==> config.mk <==
export PLATFORM = sky130hd
export DESIGN_NAME = lsa_alu
export DESIGN_NICKNAME = d
export VERILOG_FILES = /design/src/rtl/lsa_pkg.sv /design/src/rtl/lsa_alu.sv
export SDC_FILE = /design/constraint.sdc
export NUM_CORES = 1
export LEC_CHECK = 0
export ABC_CLOCK_PERIOD_IN_PS = 11500
export CAP_MARGIN = 20
export CORE_ASPECT_RATIO = 1.25
export CORE_UTILIZATION = 50
export DETAILED_ROUTE_END_ITERATION = 12
export DONT_BUFFER_PORTS = 1
export SLEW_MARGIN = 15
export SYNTH_ARGS = -nofsm -noshare
export SYNTH_HDL_FRONTEND = slang
export SYNTH_SLANG_ARGS = --single-unit
==> constraint.sdc <==
create_clock -name clk -period 11.5 [get_ports clk]
set_input_delay 2.3 -clock clk [delete_from_list [all_inputs] [get_ports clk]]
set_output_delay 2.3 -clock clk [all_outputs]
set_load 0.02 [all_outputs]
==> src/rtl/lsa_pkg.sv <==
// ----------------------------------------------------------------------------
// lsa_pkg
// Shared types, codes and constants for the arithmetic stack block.
// ----------------------------------------------------------------------------
package lsa_pkg;

    localparam int DEPTH_DEFAULT = 1024;

    typedef enum logic [2:0] {
        ACT_PUSH   = 3'd0,
        ACT_POP    = 3'd1,
        ACT_RDTOP  = 3'd2,
        ACT_RDBOT  = 3'd3,
        ACT_ADD    = 3'd4,
        ACT_SUB    = 3'd5,
        ACT_MUL    = 3'd6,
        ACT_DIV    = 3'd7
    } action_t;

    typedef enum logic [2:0] {
        ST_OK      = 3'd0,
        ST_FULL    = 3'd1,
        ST_EMPTY   = 3'd2,
        ST_FEW     = 3'd3,
        ST_DIVZERO = 3'd4,
        ST_RANGE   = 3'd5
    } status_t;

    typedef struct packed {
        logic [2:0]         action;
        logic signed [31:0] push_value;
        logic [9:0]         position;
    } request_t;

    typedef struct packed {
        logic signed [31:0] result_value;
        logic [2:0]         status;
        logic [10:0]        occupancy;
    } result_t;

    // control from sequencer to the shared arithmetic unit
    typedef struct packed {
        logic       start;
        logic [2:0] op;
    } alu_ctrl_t;

endpackage

==> src/rtl/lsa_alu.sv <==
// ----------------------------------------------------------------------------
// lsa_alu
// Shared iterative arithmetic unit: add, subtract, shift-add multiply and
// restoring floor divide, one bit per cycle for multiply and divide.
// ----------------------------------------------------------------------------
module lsa_alu
(
    input  logic               clk,
    input  logic               rst_n,
    input  lsa_pkg::alu_ctrl_t ctrl,
    input  logic [31:0]        a,
    input  logic [31:0]        b,
    output logic               done,
    output logic [31:0]        y
);

    logic        run_reg, run_next;
    logic [5:0]  cnt_reg, cnt_next;
    logic [2:0]  op_reg, op_next;
    logic [31:0] acc_reg, acc_next;     // product or remainder
    logic [31:0] sh_reg, sh_next;       // multiplier or dividend/quotient
    logic [31:0] b_reg, b_next;         // multiplicand or divisor magnitude
    logic        nneg_reg, nneg_next;
    logic        dneg_reg, dneg_next;
    logic        fin_reg, fin_next;
    logic [31:0] y_reg, y_next;
    logic [32:0] trial;
    logic [31:0] rem1;
    logic [31:0] q;
    logic [31:0] qpos;

    assign trial = {acc_reg, sh_reg[31]} - {1'b0, b_reg};
    assign rem1  = {acc_reg[30:0], sh_reg[31]};
    assign qpos  = sh_reg;

    // sign fixup for floor semantics
    always_comb
    begin
        q = qpos;
        if (nneg_reg != dneg_reg)
        begin
            q = -qpos;
            if (acc_reg != 32'd0)
            begin
                q = q - 32'd1;
            end
        end
    end

    // sequencing of the shared unit
    always_comb
    begin
        run_next  = run_reg;
        cnt_next  = cnt_reg;
        op_next   = op_reg;
        acc_next  = acc_reg;
        sh_next   = sh_reg;
        b_next    = b_reg;
        nneg_next = nneg_reg;
        dneg_next = dneg_reg;
        fin_next  = 1'b0;
        y_next    = y_reg;
        if (ctrl.start)
        begin
            op_next   = ctrl.op;
            nneg_next = a[31];
            dneg_next = b[31];
            cnt_next  = 6'd0;
            case (ctrl.op)
                lsa_pkg::ACT_ADD:
                begin
                    y_next   = a + b;
                    fin_next = 1'b1;
                end
                lsa_pkg::ACT_SUB:
                begin
                    y_next   = a - b;
                    fin_next = 1'b1;
                end
                lsa_pkg::ACT_MUL:
                begin
                    run_next = 1'b1;
                    acc_next = 32'd0;
                    sh_next  = b;
                    b_next   = a;
                end
                default:
                begin
                    run_next = 1'b1;
                    acc_next = 32'd0;
                    sh_next  = a[31] ? -a : a;
                    b_next   = b[31] ? -b : b;
                end
            endcase
        end
        else if (run_reg)
        begin
            if (cnt_reg == 6'd32)
            begin
                run_next = 1'b0;
                fin_next = 1'b1;
                y_next   = (op_reg == lsa_pkg::ACT_MUL) ? acc_reg : q;
            end
            else
            begin
                cnt_next = cnt_reg + 6'd1;
                if (op_reg == lsa_pkg::ACT_MUL)
                begin
                    acc_next = (acc_reg << 1) + (sh_reg[31] ? b_reg : 32'd0);
                    sh_next  = sh_reg << 1;
                end
                else if (!trial[32])
                begin
                    acc_next = trial[31:0];
                    sh_next  = {sh_reg[30:0], 1'b1};
                end
                else
                begin
                    acc_next = rem1;
                    sh_next  = {sh_reg[30:0], 1'b0};
                end
            end
        end
    end

    always_ff @(posedge clk or negedge rst_n)
    begin
        if (!rst_n)
        begin
            run_reg <= 1'b0;
            fin_reg <= 1'b0;
            cnt_reg <= 6'd0;
        end
        else
        begin
            run_reg <= run_next;
            fin_reg <= fin_next;
            cnt_reg <= cnt_next;
        end
    end

    always_ff @(posedge clk)
    begin
        op_reg   <= op_next;
        acc_reg  <= acc_next;
        sh_reg   <= sh_next;
        b_reg    <= b_next;
        nneg_reg <= nneg_next;
        dneg_reg <= dneg_next;
        y_reg    <= y_next;
    end

    assign done = fin_reg;
    assign y    = y_reg;

    a_no_start_while_run: assert property (@(posedge clk) disable iff (!rst_n)
        ctrl.start |-> !run_reg)
        else $error("alu start while busy");
    a_count_bound: assert property (@(posedge clk) disable iff (!rst_n)
        cnt_reg <= 6'd32)
        else $error("alu counter overrun");
    a_done_pulse: assert property (@(posedge clk) disable iff (!rst_n)
        done |=> !done)
        else $error("alu done held");

endmodule

==> results.tsv, run 1 <==
metric	value	unit
Die H	198	µm
Max Cap Violations	0	
ys async rst share	5.67	%
Worst-Margin Slew	1090	ps
Clock Latency Late Sink	460	ps
unrepaired setup endpoints after global routing	false	
outcome	finished clean	
synth cell count leaders	201 x nor2_1, 189 x nand2_1, 152 x o21ai_0, 133 x edfxtp_1, 130 x a21oi_1	
GR Overflow Total	0	
Port Buf Inserts	0	
Iter 0 DRT Violations	1365	
worst hold path stage count	2	
synthesized area	0.0153	mm²
most common cell in the netlist	nor2_1	
Post-Route M1 WL	22800	µm
Post-synth EDFFs	133	
total die area	0.0313	mm²
vias per cell	6.34	
crit end category	register	
WL met3	3570	µm
slew margin rel.	26.5	%
syn avg cell area	8.04	µm²
CTS clk-pin slew, worst paths	60	ps
Post-CTS Setup Bufs	0	
DRC violations left	0	
cts-stage hold buffer count	0	
Antenna diodes	0	
DP Wirelength	38000	µm
# IOs	103	
total nets after synthesis	2075	
post-synth cell types	88	
clock sink total	141	
Setup Viol. Count Final	0	
post_cts resized	0	
Clock Tree Buf Depth	2	
Worst R2R Path Depth	14	
Worst Clk Skew	10.2	ps
Worst Hold Class	reg -> reg	
met2 wire len	22600	µm
Worst EP required	11710	ps
flops & latches, synth	141	
first-pass GRT wire length	77700	µm
layout cells sized above 1	5.09	%
initial antenna violation count	0	
ANT nets after route	0	
Routed WL	50500	µm
pin count of the biggest net entering global routing	99	
Die Width	158	µm
fin crit share	56.6	%
cell count after synthesis	1901	
biggest area consumer among synthesized cells	edfxtp_1	
row cnt	71	
Peak VDD IR	182	µV
YS warnings	0	
Area Growth Syn to Fin	5.64	%
Setup crit start kind	input port	
CTS tree	built	
H-tree Lvls	4	
GPL Wtd Cong	0.956	
DR WL/cell	22.5	µm
Crit Path Class	in -> reg	
Vias	14300	
core area	0.0301	mm²
DR pass1 iterations	7	
final setup TNS	0	ps
Top Layer Used	met4	
CTS Root Cell	clkbuf_16	
final worst path period need	6510	ps
ranking of synthesized cells by area	edfxtp_1 26%, ha_1 8.3%, xor2_1 6.8%	
Num CTS Buffers	17	
leakage	6.46	nW
worst path arrival time	6720	ps
sequential element share of the synthesized area	27.4	%
vias in the first global route	13300	
Pwr per Cell Area	184	mW/mm²
Starting Density	50.8	%
Tot GR Track Use	33.2	%
main flop type after synthesis	edfxtp_1	
Max Fclk	154	MHz
fin. max-slew vios	0	
# nets final	2009	
post-synth top area share	26.1	%
Hold Vio Cnt, Final	0	
Design Power	2.97	mW
CP Max Fanout	6	
-- stage by stage --
step | hold WS, ps | worst slack (ps) | utilization, % | instance area, µm² | instances
4_1_cts | 556 | 5060 | 53.6 | 16200 | 2248
6_report | 548 | 4990 | 53.6 | 16200 | 2248
3_3_place_gp | 528 | 4760 | 51.6 | 15600 | 2217
2_1_floorplan | 505 | 5280 | - | 15300 | 1901
3_5_place_dp | 545 | 4660 | 51.6 | 15600 | 2217
5_1_grt | 565 | 4630 | 53.6 | 16200 | 2248
-- worst paths after layout --
kind / start / slack (ps) / to
hold reg to reg: cnt_reg[5] / 550 / cnt_reg[5]
hold / removal: cnt_reg[5] / 550 / cnt_reg[5]
setup reg to reg: qpos[31] / 6490 / acc_reg[31]
max in group asynchronous: rst_n / 9900 / cnt_reg[5]
setup / recovery: b[1] / 4990 / y[30]
min in group asynchronous: rst_n / 1530 / cnt_reg[2]
-- cells by family after synthesis --
logic type                 after synthesis  synth area share, %
buffers and inverters                  172                 4.43
and+or+nand+nor                        680                 21.8
DFF                                    141                 27.4
adders and majority gates              104                 8.66
AOI/OAI and AO/OA                      564                 23.6
muxes                                   36                 2.41
xor gates and xnor gates               204                 11.7
-- worst max-delay path: stages --
cell and delay (ps):
nor3_1 380, nand3_1 310, nor4_1 500, nand2_1 230
or4_1 490, or3_1 370, or3_1 410, o31ai_1 310
xor2_1 130, ha_1 390, nand2_1 70, o41ai_1 390
mux2i_1 150, a211o_1 280
-- power breakdown --
group	internal (mW)	switching, mW	total [mW]
logic	0.642	0.870	1.51
clock network	0.360	0.238	0.598
registers	0.698	0.165	0.862
total	1.70	1.27	2.97
-- cell type report --
cell class	instances	area [µm²]
clock buffers	19	433
clock inverters	12	171
fillers	2868	14000
inverters	71	267
multi-input cells	1588	10500
flip-flops and latches	141	4190
well taps	401	502
repair buffers	16	120
-- placed cells by master (no fill, tap or decap), types with 13 or more instances in the layout --
cell type / count
clkbuf_16: 17
xnor2_1: 84
o211ai_1: 22
o21a_1: 15
ha_1: 101
nor3_1: 43
a31oi_1: 17
nor4_1: 29
buf_4: 16
xor2_1: 118
o31ai_1: 31
o21ai_0: 151
nand2b_1: 20
nor2b_1: 14
edfxtp_1: 133
nor2_1: 200
and3_1: 13
nand2_1: 189
inv_1: 70
nand4_1: 25
mux2i_1: 29
a211oi_1: 49
nand3_1: 45
a21o_1: 56
or3_1: 33
a21oi_1: 130
-- routing by layer --
| layer | GRT usage, % | vias up |
|---|---|---|
| met5 | 0 | - |
| met2 | 51.9 | 569 |
| met1 | 46.2 | 6745 |
| li1 | - | 6868 |
| met4 | 11.7 | 0 |
| met3 | 5.16 | 75 |
Power figures use the tool's default switching activity.
==> inputs of run 2 (changes only) <==
--- a/config.mk
+++ b/config.mk
@@ -5,12 +5,13 @@
 export SDC_FILE = /design/constraint.sdc
 export NUM_CORES = 1
 export LEC_CHECK = 0
-export ABC_CLOCK_PERIOD_IN_PS = 11500
+export ABC_CLOCK_PERIOD_IN_PS = 5790
 export CAP_MARGIN = 20
 export CORE_ASPECT_RATIO = 1.25
 export CORE_UTILIZATION = 50
 export DETAILED_ROUTE_END_ITERATION = 12
 export DONT_BUFFER_PORTS = 1
+export PLACE_DENSITY = 0.68
 export SLEW_MARGIN = 15
 export SYNTH_ARGS = -nofsm -noshare
 export SYNTH_HDL_FRONTEND = slang
==> constraint.sdc (replaced) <==
create_clock -name clk -period 5.79 [get_ports clk]
set_input_delay 1.158 -clock clk [delete_from_list [all_inputs] [get_ports clk]]
set_output_delay 1.158 -clock clk [all_outputs]
set_load 0.02 [all_outputs]
==> run 2 against run 1 <==
Die area unchanged. Sequential share of layout area decreased by 0.15 points. Clock power increased by 91%. Combinational power increased by 100%. Sequential power increased by 100%. Critical path depth unchanged. Total power increased by 99%. Critical path type unchanged. Largest power group unchanged.
==> results.tsv, run 2 (synthesized netlist as in run 1, its figures left out) <==
metric	value	unit
CP Max Fanout	6	
ANT nets after route	0	
combinational power share	51.7	%
first-pass GRT wire length	76300	µm
P_sw	2.57	mW
CTS clk-pin slew, worst paths	60	ps
Setup Viol. Count Final	0	
slew margin rel.	37.6	%
# nets final	2016	
commonest cells after routing, fill and taps aside	200 x nor2_1, 189 x nand2_1, 151 x o21ai_0	
Worst EP required	6000	ps
most crowded layer after global routing	met2	
Seq pwr share	29.0	%
FF-to-FF setup slack	1390	ps
Starting Density	50.8	%
Area Growth Syn to Fin	6.27	%
Pwr per Cell Area	365	mW/mm²
final setup TNS	0	ps
Clock Tree Buf Depth	2	
leakage	6.51	nW
clock share of power	19.3	%
Die Width	158	µm
cts-stage hold buffer count	0	
pin count of the biggest net entering global routing	99	
most common cell after layout, fill and taps aside	nor2_1	
Max Cap Violations	0	
sw frac	43.3	%
Num CTS Buffers	17	
Worst Clk Skew	15.6	ps
initial antenna violation count	2	
CTS tree	built	
unrepaired setup endpoints after global routing	false	
DRC violations left	0	
vias per cell	6.40	
Worst R2R Path Depth	10	
Design Power	5.93	mW
vias in the first global route	13300	
M1 GR Usage	42.3	%
fin. max-slew vios	0	
core area	0.0301	mm²
Internal	3.36	mW
crit end category	register	
Peak VDD IR	209	µV
Tot GR Track Use	32.6	%
grt met3 use	5.66	%
layout cells sized above 1	5.44	%
Vias	14500	
Crit Path Class	in -> reg	
GPL Wtd Cong	0.954	
DR WL/cell	22.3	µm
H-tree Lvls	4	
Die H	198	µm
Worst Hold Class	in -> async	
# IOs	103	
Max Fclk	198	MHz
DR pass1 iterations	7	
DP Wirelength	38600	µm
clock sink total	141	
fin crit share	87.2	%
met2 usage	52.4	%
final worst path period need	5050	ps
row cnt	71	
Routed WL	50300	µm
GR Overflow Total	0	
Post-CTS Setup Bufs	0	
Setup crit start kind	input port	
total die area	0.0313	mm²
outcome	finished clean	
FF-to-FF Start	qpos[2]	
post_cts resized	0	
Reg-to-Reg End	y[30]	
worst path arrival time	5260	ps
Port Buf Inserts	0	
CTS Root Cell	clkbuf_16	
Hold Vio Cnt, Final	0	
Clock Latency Late Sink	460	ps
Iter 0 DRT Violations	1235	
Worst-Margin Slew	927	ps
run 2: final cells by class:
class	instances	area (µm²)
clock buffer	18	429
multi-input combinational	1588	10500
inverter	71	267
antenna	2	5.00
clock inverter	14	169
timing repair buffer	23	218
sequential	141	4190
tap	401	502
fill	2824	13900
run 2: critical path: stages:
cell	delay, ps
or3_1	440
nor4_1	550
nand2_1	210
or4_1	490
or3_1	360
or3_1	390
nand2_1	100
xor2_1	150
ha_1	250
or3_1	140
a31oi_1	60
o41ai_1	510
mux2i_1	160
a211o_1	290
run 2: per-stage QoR:
| stage | setup WS (ps) | util, % | instance area, µm² | hold WS, ps | instances |
|---|---|---|---|---|---|
| final | 740 | 54.0 | 16300 | 395 | 2258 |
| after global routing | 245 | 53.9 | 16200 | 385 | 2256 |
| after floorplan | 713 | - | 15300 | 505 | 1901 |
| after detailed placement | 242 | 51.9 | 15600 | 545 | 2223 |
| after global placement | 299 | 51.9 | 15600 | 544 | 2223 |
| after CTS | 725 | 53.9 | 16200 | 381 | 2255 |
run 2: power by group through the flow:
stage               Sequential (mW)  Combinational [mW]  Clock, mW
finish                         1.72                3.06       1.14
detailed placement             1.73                3.00          0
floorplan                      1.55                2.42          0
CTS                            1.71                3.02       1.15
global route                   1.74                3.36       1.19
global placement               1.72                2.96          0
run 2: worst max path at each step:
stage / start / end / slack (ps)
2_1_floorplan: b[7] / y[30] / 710
3_3_place_gp: b[8] / y[30] / 300
3_5_place_dp: b[8] / y[30] / 240
4_1_cts: b[8] / y[30] / 720
5_1_grt: b[1] / y[30] / 250
6_report: b[8] / y[30] / 740
run 2: routing by layer:
| metal | share of wire (%) | routed length (µm) | vias to the layer above |
|---|---|---|---|
| met5 | 0 | 0 | - |
| met4 | 4.4 | 2230 | 0 |
| met3 | 8.1 | 4070 | 105 |
| met2 | 46 | 23200 | 608 |
| met1 | 41 | 20800 | 6861 |
| li1 | - | - | 6878 |
